<file path="config.mk">
export PLATFORM = sky130hd
export DESIGN_NAME = printf_spec_parser
export DESIGN_NICKNAME = d
export VERILOG_FILES = /design/src/psp_pkg.sv /design/src/printf_spec_parser.sv /design/src/psp_dec_acc.sv /design/src/psp_parse.sv
export VERILOG_INCLUDE_DIRS = /design/src /design/src/src
export SDC_FILE = /design/constraint.sdc
export NUM_CORES = 1
export LEC_CHECK = 0
export ABC_AREA = 0
export BUFFER_PORTS_ARGS = -buffer_cell sky130_fd_sc_hd__buf_2
export CAP_MARGIN = 20
export CORE_MARGIN = 5
export CORE_UTILIZATION = 50
export CTS_CLUSTER_DIAMETER = 80
export DETAILED_ROUTE_END_ITERATION = 7
export HOLD_SLACK_MARGIN = 0.08
export PLACE_DENSITY = 0.69
export SLEW_MARGIN = 0
export SYNTH_ARGS = -nofsm -noshare
export SYNTH_HDL_FRONTEND = slang
export SYNTH_SLANG_ARGS = --single-unit
</file>
<file path="constraint.sdc">
create_clock -name clk -period 6.65 [get_ports clk]
set_input_delay 0.3325 -clock clk [delete_from_list [all_inputs] [get_ports clk]]
set_output_delay 0.3325 -clock clk [all_outputs]
set_load 0.01 [all_outputs]
</file>
<file path="src/printf_spec_parser_defines.svh">
// Assertion helpers for the parser top module
`ifndef PRINTF_SPEC_PARSER_DEFINES_SVH
`define PRINTF_SPEC_PARSER_DEFINES_SVH

// Same-cycle implication, checked out of reset
`define PSP_ASSERT_NOW(lbl, pre, post) \
	lbl: assert property (@(posedge clk) disable iff (!arst_n) (pre) |-> (post)) \
		else $error("parser check failed");

// Next-cycle implication, checked out of reset
`define PSP_ASSERT_NEXT(lbl, pre, post) \
	lbl: assert property (@(posedge clk) disable iff (!arst_n) (pre) |=> (post)) \
		else $error("parser check failed");

`endif

</file>
<file path="src/psp_pkg.sv">
package psp_pkg;

	// Characters of the specification grammar
	localparam logic [7:0] ChPercent = 8'h25;
	localparam logic [7:0] ChMinus   = 8'h2D;
	localparam logic [7:0] ChPlus    = 8'h2B;
	localparam logic [7:0] ChSpace   = 8'h20;
	localparam logic [7:0] ChHash    = 8'h23;
	localparam logic [7:0] ChZero    = 8'h30;
	localparam logic [7:0] ChNine    = 8'h39;
	localparam logic [7:0] ChStar    = 8'h2A;
	localparam logic [7:0] ChDot     = 8'h2E;
	localparam logic [7:0] ChLowH    = 8'h68;
	localparam logic [7:0] ChLowL    = 8'h6C;
	localparam logic [7:0] ChBigL    = 8'h4C;
	localparam logic [7:0] ChLowD    = 8'h64;
	localparam logic [7:0] ChLowI    = 8'h69;
	localparam logic [7:0] ChLowU    = 8'h75;
	localparam logic [7:0] ChLowB    = 8'h62;
	localparam logic [7:0] ChLowO    = 8'h6F;
	localparam logic [7:0] ChLowX    = 8'h78;
	localparam logic [7:0] ChBigX    = 8'h58;
	localparam logic [7:0] ChLowC    = 8'h63;
	localparam logic [7:0] ChLowS    = 8'h73;
	localparam logic [7:0] ChLowP    = 8'h70;
	localparam logic [7:0] ChLowN    = 8'h6E;

	// Conversion kinds
	localparam logic [3:0] ConvSigned  = 4'd0;
	localparam logic [3:0] ConvUnsigned = 4'd1;
	localparam logic [3:0] ConvBinary  = 4'd2;
	localparam logic [3:0] ConvOctal   = 4'd3;
	localparam logic [3:0] ConvHexLow  = 4'd4;
	localparam logic [3:0] ConvHexUp   = 4'd5;
	localparam logic [3:0] ConvChar    = 4'd6;
	localparam logic [3:0] ConvString  = 4'd7;
	localparam logic [3:0] ConvPointer = 4'd8;
	localparam logic [3:0] ConvCount   = 4'd9;
	localparam logic [3:0] ConvPercent = 4'd10;

	// Argument sizes
	localparam logic [2:0] SizeChar     = 3'd0;
	localparam logic [2:0] SizeShort    = 3'd1;
	localparam logic [2:0] SizeInt      = 3'd2;
	localparam logic [2:0] SizeLong     = 3'd3;
	localparam logic [2:0] SizeLongLong = 3'd4;

	// Sign modes
	localparam logic [1:0] SignDefault = 2'd0;
	localparam logic [1:0] SignPlus    = 2'd1;
	localparam logic [1:0] SignBlank   = 2'd2;

	// One parsed specification, or an error
	typedef struct packed {
		logic        status;
		logic        left_justify;
		logic [1:0]  sign_mode;
		logic        alt_prefix;
		logic        zero_pad;
		logic        width_from_arg;
		logic [15:0] field_width;
		logic        precision_from_arg;
		logic [15:0] precision;
		logic [2:0]  argument_size;
		logic [3:0]  conversion;
		logic [7:0]  spec_length;
	} psp_result_t;

endpackage

</file>
<file path="src/printf_spec_parser.sv">
// printf conversion specification parser. Characters enter one per cycle while in_stall
// is low on the in_valid/in_stall channel; a conversion letter or a malformed character
// yields one result on out_valid/out_stall. An accepted character passes through the
// input register, then one pass of parse logic into the result register, which drives
// out_valid. A character that ends no specification always passes on, so the input
// stalls only when a terminating character finds the result register full and held by
// out_stall. Width and precision saturate at 2^NUMBER_BITS-1 and are reported in their
// low 16 bits.
module printf_spec_parser #(
	parameter int NUMBER_BITS = 16
) (
	input  logic        clk,
	input  logic        arst_n,
	input  logic        in_valid,
	output logic        in_stall,
	input  logic [7:0]  character,
	output logic        out_valid,
	input  logic        out_stall,
	output logic        status,
	output logic        left_justify,
	output logic [1:0]  sign_mode,
	output logic        alt_prefix,
	output logic        zero_pad,
	output logic        width_from_arg,
	output logic [15:0] field_width,
	output logic        precision_from_arg,
	output logic [15:0] precision,
	output logic [2:0]  argument_size,
	output logic [3:0]  conversion,
	output logic [7:0]  spec_length
);

	import psp_pkg::*;

	`include "printf_spec_parser_defines.svh"

	logic        valid_s1;
	logic [7:0]  char_s1;
	logic        adv;
	logic        emit;
	psp_result_t result;
	psp_result_t res_q;
	logic        out_valid_q;
	logic        out_free;

	// Take the character in s1 unless its result has nowhere to go
	assign out_free = !out_valid_q || !out_stall;
	assign adv      = valid_s1 && (!emit || out_free);
	assign in_stall = valid_s1 && !adv;

	psp_parse #(.NUMBER_BITS(NUMBER_BITS)) u_parse (
		.clk   (clk),
		.arst_n(arst_n),
		.adv   (adv),
		.ch    (char_s1),
		.emit  (emit),
		.result(result)
	);

	// Input register
	always_ff @(posedge clk or negedge arst_n) begin
		if (!arst_n) begin
			valid_s1 <= 1'b0;
		end else if (in_valid && !in_stall) begin
			valid_s1 <= 1'b1;
		end else if (adv) begin
			valid_s1 <= 1'b0;
		end
	end

	always_ff @(posedge clk) begin
		if (in_valid && !in_stall) begin
			char_s1 <= character;
		end
	end

	// Result register: load a new item, drop it once taken
	always_ff @(posedge clk or negedge arst_n) begin
		if (!arst_n) begin
			out_valid_q <= 1'b0;
		end else if (adv && emit) begin
			out_valid_q <= 1'b1;
		end else if (!out_stall) begin
			out_valid_q <= 1'b0;
		end
	end

	always_ff @(posedge clk) begin
		if (adv && emit) begin
			res_q <= result;
		end
	end

	assign out_valid          = out_valid_q;
	assign status             = res_q.status;
	assign left_justify       = res_q.left_justify;
	assign sign_mode          = res_q.sign_mode;
	assign alt_prefix         = res_q.alt_prefix;
	assign zero_pad           = res_q.zero_pad;
	assign width_from_arg     = res_q.width_from_arg;
	assign field_width        = res_q.field_width;
	assign precision_from_arg = res_q.precision_from_arg;
	assign precision          = res_q.precision;
	assign argument_size      = res_q.argument_size;
	assign conversion         = res_q.conversion;
	assign spec_length        = res_q.spec_length;

	// A waiting result is never overwritten
	`PSP_ASSERT_NOW(a_no_overwrite, adv && emit, !(out_valid_q && out_stall))
	// An error item carries nothing but its status
	`PSP_ASSERT_NOW(a_error_clean, out_valid_q && res_q.status,
		(res_q.spec_length == 8'd0) && (res_q.field_width == 16'd0) &&
		(res_q.conversion == ConvSigned))
	// A good specification spans at least the percent and the letter
	`PSP_ASSERT_NOW(a_spec_len, out_valid_q && !res_q.status, res_q.spec_length >= 8'd2)
	// A stalled input means the parse is blocked by a held result
	`PSP_ASSERT_NOW(a_stall_cause, in_stall, valid_s1 && emit && out_valid_q && out_stall)

endmodule

</file>
<file path="src/psp_dec_acc.sv">
module psp_dec_acc #(
	parameter int NUMBER_BITS = 16,
	parameter int AccW = (NUMBER_BITS > 16) ? NUMBER_BITS : 16
) (
	input  logic [AccW-1:0] acc_in,
	input  logic [3:0]      digit,
	output logic [AccW-1:0] acc_out
);

	localparam int SumW = AccW + 4;
	localparam logic [SumW-1:0] MaxVal = SumW'((64'd1 << NUMBER_BITS) - 64'd1);

	logic [SumW-1:0] sum;

	// Multiply by ten as two shifts, add the digit, clamp at the top value
	assign sum = {1'b0, acc_in, 3'b000} + {3'b000, acc_in, 1'b0} + {{AccW{1'b0}}, digit};
	assign acc_out = (sum > MaxVal) ? MaxVal[AccW-1:0] : sum[AccW-1:0];

endmodule

</file>
<file path="src/psp_parse.sv">
module psp_parse #(
	parameter int NUMBER_BITS = 16
) (
	input  logic                clk,
	input  logic                arst_n,
	input  logic                adv,
	input  logic [7:0]          ch,
	output logic                emit,
	output psp_pkg::psp_result_t result
);

	import psp_pkg::*;

	localparam int AccW = (NUMBER_BITS > 16) ? NUMBER_BITS : 16;

	typedef enum logic [2:0] {
		PH_IDLE, PH_FLAGS, PH_WDIG, PH_WDONE, PH_PSTART, PH_PDIG, PH_LEN, PH_LDONE
	} phase_t;

	phase_t          phase_q, phase_d;
	logic            lj_q, lj_d;
	logic [1:0]      sign_q, sign_d;
	logic            alt_q, alt_d;
	logic            zp_q, zp_d;
	logic            wstar_q, wstar_d;
	logic            pstar_q, pstar_d;
	logic [AccW-1:0] width_q, width_d;
	logic [AccW-1:0] prec_q, prec_d;
	logic [2:0]      lc_q, lc_d;
	logic [7:0]      cnt_q, cnt_d;

	logic            is_digit;
	logic [AccW-1:0] wacc_in, wacc_out, pacc_in, pacc_out;
	logic            conv_hit, conv_sized;
	logic [3:0]      conv_code;
	logic            at_flags_flag, at_wdone, at_len;
	logic [7:0]      cnt_inc;

	assign is_digit = (ch >= ChZero) && (ch <= ChNine);

	// Digit accumulators start from zero on the first digit
	assign wacc_in = (phase_q == PH_WDIG) ? width_q : '0;
	assign pacc_in = (phase_q == PH_PDIG) ? prec_q : '0;

	psp_dec_acc #(.NUMBER_BITS(NUMBER_BITS)) u_wacc (
		.acc_in (wacc_in),
		.digit  (ch[3:0]),
		.acc_out(wacc_out)
	);

	psp_dec_acc #(.NUMBER_BITS(NUMBER_BITS)) u_pacc (
		.acc_in (pacc_in),
		.digit  (ch[3:0]),
		.acc_out(pacc_out)
	);

	// Decode the conversion letter
	always_comb begin
		conv_hit   = 1'b1;
		conv_sized = 1'b0;
		conv_code  = ConvSigned;
		unique case (ch)
			ChLowD, ChLowI: begin conv_code = ConvSigned;   conv_sized = 1'b1; end
			ChLowU:         begin conv_code = ConvUnsigned; conv_sized = 1'b1; end
			ChLowB:         begin conv_code = ConvBinary;   conv_sized = 1'b1; end
			ChLowO:         begin conv_code = ConvOctal;    conv_sized = 1'b1; end
			ChLowX:         begin conv_code = ConvHexLow;   conv_sized = 1'b1; end
			ChBigX:         begin conv_code = ConvHexUp;    conv_sized = 1'b1; end
			ChLowC:         conv_code = ConvChar;
			ChLowS:         conv_code = ConvString;
			ChLowP:         conv_code = ConvPointer;
			ChLowN:         conv_code = ConvCount;
			ChPercent:      conv_code = ConvPercent;
			default:        conv_hit = 1'b0;
		endcase
	end

	assign at_flags_flag = (phase_q == PH_FLAGS) && ((ch == ChMinus) || (ch == ChPlus) ||
		(ch == ChSpace) || (ch == ChHash) || (ch == ChZero) || (ch == ChStar));
	assign at_wdone = (phase_q == PH_FLAGS) || (phase_q == PH_WDIG) || (phase_q == PH_WDONE);
	assign at_len   = (phase_q != PH_IDLE) && (phase_q != PH_LDONE);
	assign cnt_inc  = (cnt_q == 8'hFF) ? cnt_q : cnt_q + 8'd1;

	// Advance the parse by one character
	always_comb begin
		phase_d = phase_q;
		lj_d    = lj_q;
		sign_d  = sign_q;
		alt_d   = alt_q;
		zp_d    = zp_q;
		wstar_d = wstar_q;
		pstar_d = pstar_q;
		width_d = width_q;
		prec_d  = prec_q;
		lc_d    = lc_q;
		cnt_d   = cnt_q;
		emit    = 1'b0;
		result  = '0;
		if (phase_q == PH_IDLE) begin
			if (ch == ChPercent) begin
				lj_d    = 1'b0;
				sign_d  = SignDefault;
				alt_d   = 1'b0;
				zp_d    = 1'b0;
				wstar_d = 1'b0;
				pstar_d = 1'b0;
				width_d = '0;
				prec_d  = '0;
				lc_d    = SizeInt;
				cnt_d   = 8'd1;
				phase_d = PH_FLAGS;
			end else begin
				emit          = 1'b1;
				result.status = 1'b1;
			end
		end else begin
			cnt_d = cnt_inc;
			if (at_flags_flag) begin
				case (ch)
					ChMinus: lj_d = 1'b1;
					ChPlus:  sign_d = SignPlus;
					ChSpace: sign_d = SignBlank;
					ChHash:  alt_d = 1'b1;
					ChZero:  zp_d = 1'b1;
					default: begin wstar_d = 1'b1; phase_d = PH_WDONE; end
				endcase
			end else if (((phase_q == PH_FLAGS) || (phase_q == PH_WDIG)) && is_digit) begin
				width_d = wacc_out;
				phase_d = PH_WDIG;
			end else if (at_wdone && (ch == ChDot)) begin
				phase_d = PH_PSTART;
			end else if ((phase_q == PH_PSTART) && (ch == ChStar)) begin
				pstar_d = 1'b1;
				phase_d = PH_LEN;
			end else if (((phase_q == PH_PSTART) || (phase_q == PH_PDIG)) && is_digit) begin
				prec_d  = pacc_out;
				phase_d = PH_PDIG;
			end else if (at_len && (ch == ChLowH) && (lc_q != SizeChar)) begin
				lc_d    = lc_q - 3'd1;
				phase_d = (lc_q == SizeShort) ? PH_LDONE : PH_LEN;
			end else if (at_len && (ch == ChLowL) && (lc_q < SizeLongLong)) begin
				lc_d    = lc_q + 3'd1;
				phase_d = (lc_q == SizeLong) ? PH_LDONE : PH_LEN;
			end else if (at_len && (ch == ChBigL) && (lc_q < SizeLongLong)) begin
				lc_d    = lc_q + 3'd1;
				phase_d = PH_LDONE;
			end else begin
				// Conversion letter or a bad character ends the specification
				emit    = 1'b1;
				phase_d = PH_IDLE;
				if (conv_hit) begin
					result.left_justify       = lj_q;
					result.sign_mode          = sign_q;
					result.alt_prefix         = alt_q;
					result.zero_pad           = zp_q;
					result.width_from_arg     = wstar_q;
					result.field_width        = width_q[15:0];
					result.precision_from_arg = pstar_q;
					result.precision          = prec_q[15:0];
					result.argument_size      = conv_sized ? lc_q : SizeChar;
					result.conversion         = conv_code;
					result.spec_length        = cnt_inc;
				end else begin
					result.status = 1'b1;
				end
			end
		end
	end

	// Hold parse state; update only when the character in s1 advances
	always_ff @(posedge clk or negedge arst_n) begin
		if (!arst_n) begin
			phase_q <= PH_IDLE;
			lj_q    <= 1'b0;
			sign_q  <= SignDefault;
			alt_q   <= 1'b0;
			zp_q    <= 1'b0;
			wstar_q <= 1'b0;
			pstar_q <= 1'b0;
			width_q <= '0;
			prec_q  <= '0;
			lc_q    <= SizeChar;
			cnt_q   <= '0;
		end else if (adv) begin
			phase_q <= phase_d;
			lj_q    <= lj_d;
			sign_q  <= sign_d;
			alt_q   <= alt_d;
			zp_q    <= zp_d;
			wstar_q <= wstar_d;
			pstar_q <= pstar_d;
			width_q <= width_d;
			prec_q  <= prec_d;
			lc_q    <= lc_d;
			cnt_q   <= cnt_d;
		end
	end

endmodule
</file>
==> results of run 1 <==
-- registers in the layout, summed over array words and instances, names as in the netlist, 4 cells and up --
register	count
conversion	4
u_parse.width_q	16
spec_length	8
u_parse.cnt_q	8
char_s1	8
precision	16
u_parse.prec_q	16
field_width	16
-- how the worst min path moves through the flow --
stage,start,cells after the start,endpoint
finish,character[4],1,char_s1[4]
floorplan,arst_n,0,out_valid
CTS,character[4],1,char_s1[4]
global route,character[4],1,char_s1[4]
detailed placement,u_parse.lj_q,2,u_parse.lj_q
global placement,u_parse.alt_q,2,u_parse.alt_q
-- power groups by stage --
stage               combinational (mW)  clock [mW]  sequential, mW
floorplan                        0.221           0           0.919
global placement                 0.309           0           0.919
detailed placement               0.316           0           0.923
CTS                              0.321       0.868           0.911
global route                     0.356       0.906           0.922
finish                           0.319       0.858           0.911
-- cell families (layout without fill, tap and decap cells) --
kind of cell,Yosys count,in the layout,share of synthesized area (%)
compound gates,187,187,17.4
xor+xnor,32,32,3.70
fa+ha+maj,70,70,11.8
buf+inv,46,128,2.71
flops,118,118,43.1
mux,4,4,0.528
simple gates,288,288,20.8
-- routing by layer --
metal  GRT usage (%)  routed length (um)
met4            7.83                 418
met2            31.6                7780
met5               0                   0
met1            25.1                7620
met3            4.08                 734
-- Yosys cell counts, drive strengths merged, types with 4 or more instances --
cell type / n / area (um^2)
o211ai: 7 / 52.6
o21ai: 43 / 219
nand2: 75 / 284
nor4: 4 / 25.0
nand4: 6 / 52.6
xnor2: 17 / 149
and2: 77 / 482
nand2b: 17 / 106
nor2b: 5 / 31.3
buf: 15 / 88.8
edfxtp: 63 / 1890
a21boi: 5 / 37.5
nor2: 33 / 124
mux2i: 4 / 40.0
a22o: 19 / 166
ha: 68 / 851
inv: 14 / 52.6
a211oi: 5 / 37.5
xor2: 15 / 131
a21oi: 39 / 203
nor3: 14 / 70.1
a22oi: 15 / 113
o31ai: 5 / 51.3
and3: 12 / 75.1
clkbuf: 17 / 63.8
a31oi: 7 / 43.8
nand3: 19 / 95.1
nand3b: 6 / 45.0
dfrtp: 55 / 1380
a21o: 14 / 105
-- per-stage QoR --
step / cell area (um^2) / hold slack (ns) / util, % / worst slack, ns
finish: 8680 / 0.106 / 57.8 / 1.70
global route: 8680 / 0.0960 / 57.8 / 1.35
CTS: 8670 / 0.0808 / 57.6 / 1.75
detailed placement: 8050 / 0.459 / 53.5 / 1.74
global placement: 8050 / 0.463 / 53.5 / 2.02
floorplan: 7580 / 0.0369 / - / 2.04
-- cell type report --
class | count | area [um^2] | area share, %
multi-input combinational | 581 | 4110 | 47.4
sequential | 118 | 3270 | 37.6
timing repair buffer | 82 | 465 | 5.36
clock buffer | 20 | 437 | 5.03
tap | 188 | 235 | 2.71
clock inverter | 12 | 111 | 1.28
inverter | 14 | 52.6 | 0.605
-- critical path, delay by kind of cell (launching register included) --
| kind | cells | cell delay (ns) |
|---|---|---|
| AO/OA/AOI/OAI | 7 | 2.15 |
| XOR/XNOR | 1 | 0.18 |
| adder cells (fa/ha/maj) | 2 | 0.80 |
| flip-flops | 1 | 0.48 |
| multiplexers | 1 | 0.16 |
| AND/OR/NAND/NOR | 2 | 1.00 |
-- what timing repair did --
action / in CTS / in global routing
endpoints found under the hold margin: 13 / 1
resized for setup: 0 / 0
hold buffers: 7 / 1
endpoints found under the setup margin: 0 / 0
==> results.sh, run 1 <==
export IMPL_status="complete, no violations"
export IMPL_clk_pin_slew_ns=0.05
export IMPL_critPathRequiredTime_ns=6.91
export IMPL_hpwl_um=11700
export IMPL_syn_area_per_cell_um2=10.2
export IMPL_diodes=0
export IMPL_pwr_share_seq_pct=43.6
export IMPL_die_area_um2=17700
export IMPL_synth_cells=745
export IMPL_rsz0062_at_grt="no"
export IMPL_grt_pass1_wl_um=27900
export IMPL_htree_levels=4
export IMPL_fin_tns_setup_ns=0
export IMPL_clock_skew_ns=0.00968
export IMPL_grt_max_degree=56
export IMPL_ys_warn_count=0
export IMPL_nNetsFinal=896
export IMPL_reg2reg_depth=13
export IMPL_final_fill_count=1274
export IMPL_rows=45
export IMPL_p_per_area_nw_per_um2=240
export IMPL_gp_congestion=0.981
export IMPL_pwr_share_comb_pct=15.3
export IMPL_wire_per_inst_um=16.3
export IMPL_synth_seq_cells=118
export IMPL_hold_violations=0
export IMPL_cp_start_kind="flip-flop"
export IMPL_dieHeight_um=133
export IMPL_rr_endpoint="u_parse.width_q[15]"
export IMPL_cp_slowest_cell="nor3b_2"
export IMPL_final_cell_mix="76 x and2_1, 74 x nand2_1, 68 x ha_1, 68 x buf_2, 63 x edfxtp_1"
export IMPL_p_total_mw=2.09
export IMPL_leakage_nw=4.16
export IMPL_clock_latency_ns=0.42
export IMPL_synth_ff_type="edfxtp_1"
export IMPL_antenna_left=0
export IMPL_r2r_start="u_parse.phase_q[2]"
export IMPL_dp_cells=974
export IMPL_firstDrtPassIters=5
export IMPL_post_cts_buffers=0
export IMPL_core_area_um2=15000
export IMPL_startpoint="u_parse.phase_q[2]"
export IMPL_path_cells="nor3b_2, nand2_1, xnor2_1, ha_1, fa_1, a21oi_1, o22ai_1, o41a_1, a211o_1, a22oi_1, mux2i_1, o31ai_4, o211ai_1"
export IMPL_grt_pass1_vias=5768
export IMPL_synthArstFlopShare_pct=46.6
export IMPL_synth_edf_count=63
export IMPL_cts_root_buf="clkbuf_16"
export IMPL_layout_commonest_cell="and2_1"
export IMPL_r2r_setup_slack_ns=1.70
export IMPL_setup_viol=0
export IMPL_end_kind="flip-flop"
export IMPL_max_freq_ghz=0.202
export IMPL_cts_buffer_depth=2
export IMPL_cap_violations=0
export IMPL_vias=5900
export IMPL_num_io_pins=69
export IMPL_via_per_inst=5.81
export IMPL_syn_to_final_growth_pct=14.6
export IMPL_cp_arrival_ns=5.21
export IMPL_grt_use_total_pct=19.3
export IMPL_period_minus_slack_ns=4.95
export IMPL_p_sw_share_pct=27.7
export IMPL_net_switching_power_mw=0.578
export IMPL_fin_crit_sh_pct=74.4
export IMPL_internal_power_mw=1.51
export IMPL_endpoint="u_parse.width_q[15]"
export IMPL_relSlewSlack_pct=31.3
export IMPL_die_w_um=133
export IMPL_criticalPathCategory="reg2reg"
export IMPL_synth_area_um2=7580
export IMPL_critical_path_max_fanout=18
export IMPL_drv_slew=0
export IMPL_ir_drop_mv=0.200
export IMPL_drt_initial_drc_count=393
export IMPL_final_cells=1015
export IMPL_yosysSeqAreaShare_pct=43.1
export IMPL_ys_types=73
export IMPL_start_util_pct=50.4
export IMPL_tightestPinTransition_ns=1.02
export IMPL_final_layout_size_suffix_gt1_share_pct=14.8
export IMPL_synth_nets=827
export IMPL_cts_buffers=17
export IMPL_grt_ovfl_total=0
export IMPL_clkPwrFrac_pct=41.1
export IMPL_slowest_delay_ns=0.77
export IMPL_remaining_drc_errors=0
export IMPL_worstHoldPathType="in2reg"
export IMPL_cts_tree="yes"
export IMPL_io_buffers=68
export IMPL_cts_sinks=118
export IMPL_grt_antenna_before_repair=0
export IMPL_routed_wl_um=16600
Power figures use the tool's default switching activity.
==> run 2, diff against run 1 <==
--- a/config.mk
+++ b/config.mk
@@ -6,7 +6,7 @@
 export SDC_FILE = /design/constraint.sdc
 export NUM_CORES = 1
 export LEC_CHECK = 0
-export ABC_AREA = 0
+export ABC_AREA = 1
 export BUFFER_PORTS_ARGS = -buffer_cell sky130_fd_sc_hd__buf_2
 export CAP_MARGIN = 20
 export CORE_MARGIN = 5
@@ -14,7 +14,7 @@
 export CTS_CLUSTER_DIAMETER = 80
 export DETAILED_ROUTE_END_ITERATION = 7
 export HOLD_SLACK_MARGIN = 0.08
-export PLACE_DENSITY = 0.69
+export PLACE_DENSITY = 0.71
 export SLEW_MARGIN = 0
 export SYNTH_ARGS = -nofsm -noshare
 export SYNTH_HDL_FRONTEND = slang
==> constraint.sdc (replaced) <==
create_clock -name clk -period 4.2 [get_ports clk]
set_input_delay 0.21 -clock clk [delete_from_list [all_inputs] [get_ports clk]]
set_output_delay 0.21 -clock clk [all_outputs]
set_load 0.01 [all_outputs]
==> run 2 against run 1 <==
Count of clock-buffer cells in the layout unchanged. Global-route usage up 1.5 points. Clock skew increased by 0.0024 ns. Hold slack worse by 0.0014 ns.
==> results.sh, run 2 <==
export IMPL_ctsResizeCount=0
export IMPL_yosysSeqAreaShare_pct=39.7
export IMPL_cts_tree="yes"
export IMPL_clkPwrFrac_pct=34.5
export IMPL_pwr_share_seq_pct=37.3
export IMPL_p_sw_share_pct=34.9
export IMPL_synth_top_cell_by_area="edfxtp_1"
export IMPL_internal_power_mw=2.93
export IMPL_routed_wl_um=20100
export IMPL_net_switching_power_mw=1.57
export IMPL_synth_edf_count=63
export IMPL_synth_area_um2=8230
export IMPL_synthArstFlopShare_pct=46.6
export IMPL_nNetsFinal=1236
export IMPL_worstHoldPathType="in2reg"
export IMPL_cts_buffer_depth=2
export IMPL_synth_seq_cells=118
export IMPL_hold_violations=0
export IMPL_cts_sinks=118
export IMPL_yosys_area_top_type_share_pct=23.0
export IMPL_cts_buffers=17
export IMPL_remaining_drc_errors=0
export IMPL_hpwl_um=14900
export IMPL_grt_antenna_before_repair=0
export IMPL_fin_tns_setup_ns=0
export IMPL_end_kind="flip-flop"
export IMPL_dpl_cell_area_um2=8770
export IMPL_fin_area_um2=9520
export IMPL_cp_start_kind="flip-flop"
export IMPL_reg2reg_depth=20
export IMPL_syn_area_per_cell_um2=7.64
export IMPL_grt_pass1_wl_um=33200
export IMPL_synth_ff_type="edfxtp_1"
export IMPL_layout_commonest_cell="nand2_1"
export IMPL_max_freq_ghz=0.278
export IMPL_diodes=0
export IMPL_clock_latency_ns=0.42
export IMPL_status="complete, no violations"
export IMPL_leakage_nw=4.89
export IMPL_dieHeight_um=138
export IMPL_htree_levels=4
export IMPL_synth_nets=1159
export IMPL_firstDrtPassIters=7
export IMPL_grt_max_degree=52
export IMPL_drt_initial_drc_count=695
export IMPL_cts_root_buf="clkbuf_16"
export IMPL_vias=7306
export IMPL_cp_arrival_ns=3.90
export IMPL_num_io_pins=69
export IMPL_synth_cells=1077
export IMPL_core_area_um2=16300
export IMPL_final_cells=1387
export IMPL_netlist_top_cells_area="edfxtp_1 23%, dfrtp_1 17%, nand2_1 12%"
export IMPL_ys_warn_count=0
export IMPL_endpoint="u_parse.width_q[6]"
export IMPL_criticalPathCategory="reg2reg"
export IMPL_p_total_mw=4.49
export IMPL_drv_slew=0
export IMPL_grt_pass1_vias=6933
export IMPL_tightestPinTransition_ns=0.717
export IMPL_gp_congestion=0.945
export IMPL_antenna_left=0
export IMPL_via_per_inst=5.27
export IMPL_grt_ovfl_total=0
export IMPL_start_util_pct=50.4
export IMPL_cap_violations=0
export IMPL_rsz0062_at_grt="no"
export IMPL_startpoint="u_parse.phase_q[0]"
export IMPL_relSlewSlack_pct=51.8
export IMPL_critPathRequiredTime_ns=4.51
export IMPL_post_route_util_pct=58.2
export IMPL_fin_crit_sh_pct=85.5
export IMPL_final_cell_mix="268 x nand2_1, 151 x nor2_1, 143 x inv_1, 80 x nand3_1"
export IMPL_pwr_share_comb_pct=28.2
export IMPL_syn_to_final_growth_pct=15.6
export IMPL_io_buffers=68
export IMPL_r2r_start="u_parse.phase_q[0]"
export IMPL_period_minus_slack_ns=3.59
export IMPL_r2r_setup_slack_ns=0.61
export IMPL_dp_cells=1345
export IMPL_whs_ns=0.105
export IMPL_place_ws_ns=0.651
export IMPL_grt_use_total_pct=20.8
export IMPL_wire_per_inst_um=14.5
export IMPL_ir_drop_mv=0.330
export IMPL_die_area_um2=19100
export IMPL_final_layout_size_suffix_gt1_share_pct=12.1
export IMPL_setup_viol=0
export IMPL_rr_endpoint="u_parse.width_q[6]"
export IMPL_fin_ws_ns=0.608
export IMPL_netlist_top_cells_count="268 x nand2_1, 151 x nor2_1, 144 x inv_1, 81 x nand3_1, 68 x ha_1"
export IMPL_clk_pin_slew_ns=0.06
export IMPL_ys_types=38
export IMPL_critical_path_max_fanout=16
export IMPL_p_per_area_nw_per_um2=472
export IMPL_clock_skew_ns=0.0120
export IMPL_rows=47
export IMPL_die_w_um=138
export IMPL_synth_most_common_cell="nand2_1"
-- run 2: changes by cell type after synthesis, moves of 17 or more --
cell      delta
and2_1      -74
a22o_1      -19
nor2_1     +118
nand2_1    +194
nand2b_1    -17
o21ai_0     -20
nand3_1     +62
nand4_1     +48
inv_1      +130
-- run 2: per-layer routing --
| metal | track usage (%) | vias to the layer above | routed length (um) |
|---|---|---|---|
| li1 | - | 3677 | - |
| met1 | 27.8 | 3389 | 9280 |
| met2 | 34.8 | 204 | 9600 |
| met3 | 3.80 | 36 | 857 |
| met4 | 5.93 | 0 | 358 |
| met5 | 0 | - | 0 |
-- run 2: worst max-delay path: stages, from the launching register on --
cell and delay, ns:
dfrtp_1 0.43, inv_1 0.11, nand3_1 0.15, inv_1 0.11
nand2_1 0.13, xor2_1 0.16, inv_1 0.06, ha_1 0.31
fa_1 0.46, nand2_1 0.09, nand2_1 0.08, nand3_1 0.10
nand2_1 0.13, nand3_1 0.12, nand2_1 0.06, nand2_1 0.05
nand2_1 0.06, nor2_2 0.51, nand3_1 0.17, nand4_1 0.13
nand2_1 0.06
-- run 2: final cells by class --
cell class	instances	area (um^2)
inverter	150	563
sequential	118	3270
clock buffer	20	478
multi-input combinational	778	4230
tap	220	275
fill	1483	6830
timing repair buffer	89	536
clock inverter	12	166
-- run 2: power groups by stage --
| stage | Sequential [mW] | Combinational, mW | Clock [mW] |
|---|---|---|---|
| 2_1_floorplan | 1.77 | 0.780 | 0 |
| 3_3_place_gp | 1.69 | 1.23 | 0 |
| 3_5_place_dp | 1.70 | 1.25 | 0 |
| 4_1_cts | 1.68 | 1.26 | 1.56 |
| 5_1_grt | 1.71 | 1.39 | 1.62 |
| 6_report | 1.68 | 1.27 | 1.55 |
-- run 2: worst min path at each step --
stage | startpoint | endpoint | cells after the start | slack (ns)
after floorplan | arst_n | out_valid | 0 | -0.09
after global placement | arst_n | u_parse.width_q[10] | 1 | 0.03
after detailed placement | arst_n | u_parse.width_q[10] | 1 | 0.03
after CTS | in_valid | valid_s1 | 3 | 0.1
after global routing | in_valid | valid_s1 | 3 | 0.10
final | in_valid | valid_s1 | 3 | 0.10
-- run 2: timing repair --
item	4_1_cts	5_1_grt
hold endpoints to repair	64	0
hold buffers	10	0
setup buffers	0	0
-- run 2: cells by family after synthesis --
family | after synthesis | synth area share (%)
xor gates and xnor gates | 32 | 3.40
buffers and inverters | 181 | 8.97
adders and majority gates | 70 | 10.8
and+or+nand+nor | 603 | 32.3
DFF | 118 | 39.7
AOI/OAI and AO/OA | 73 | 4.85
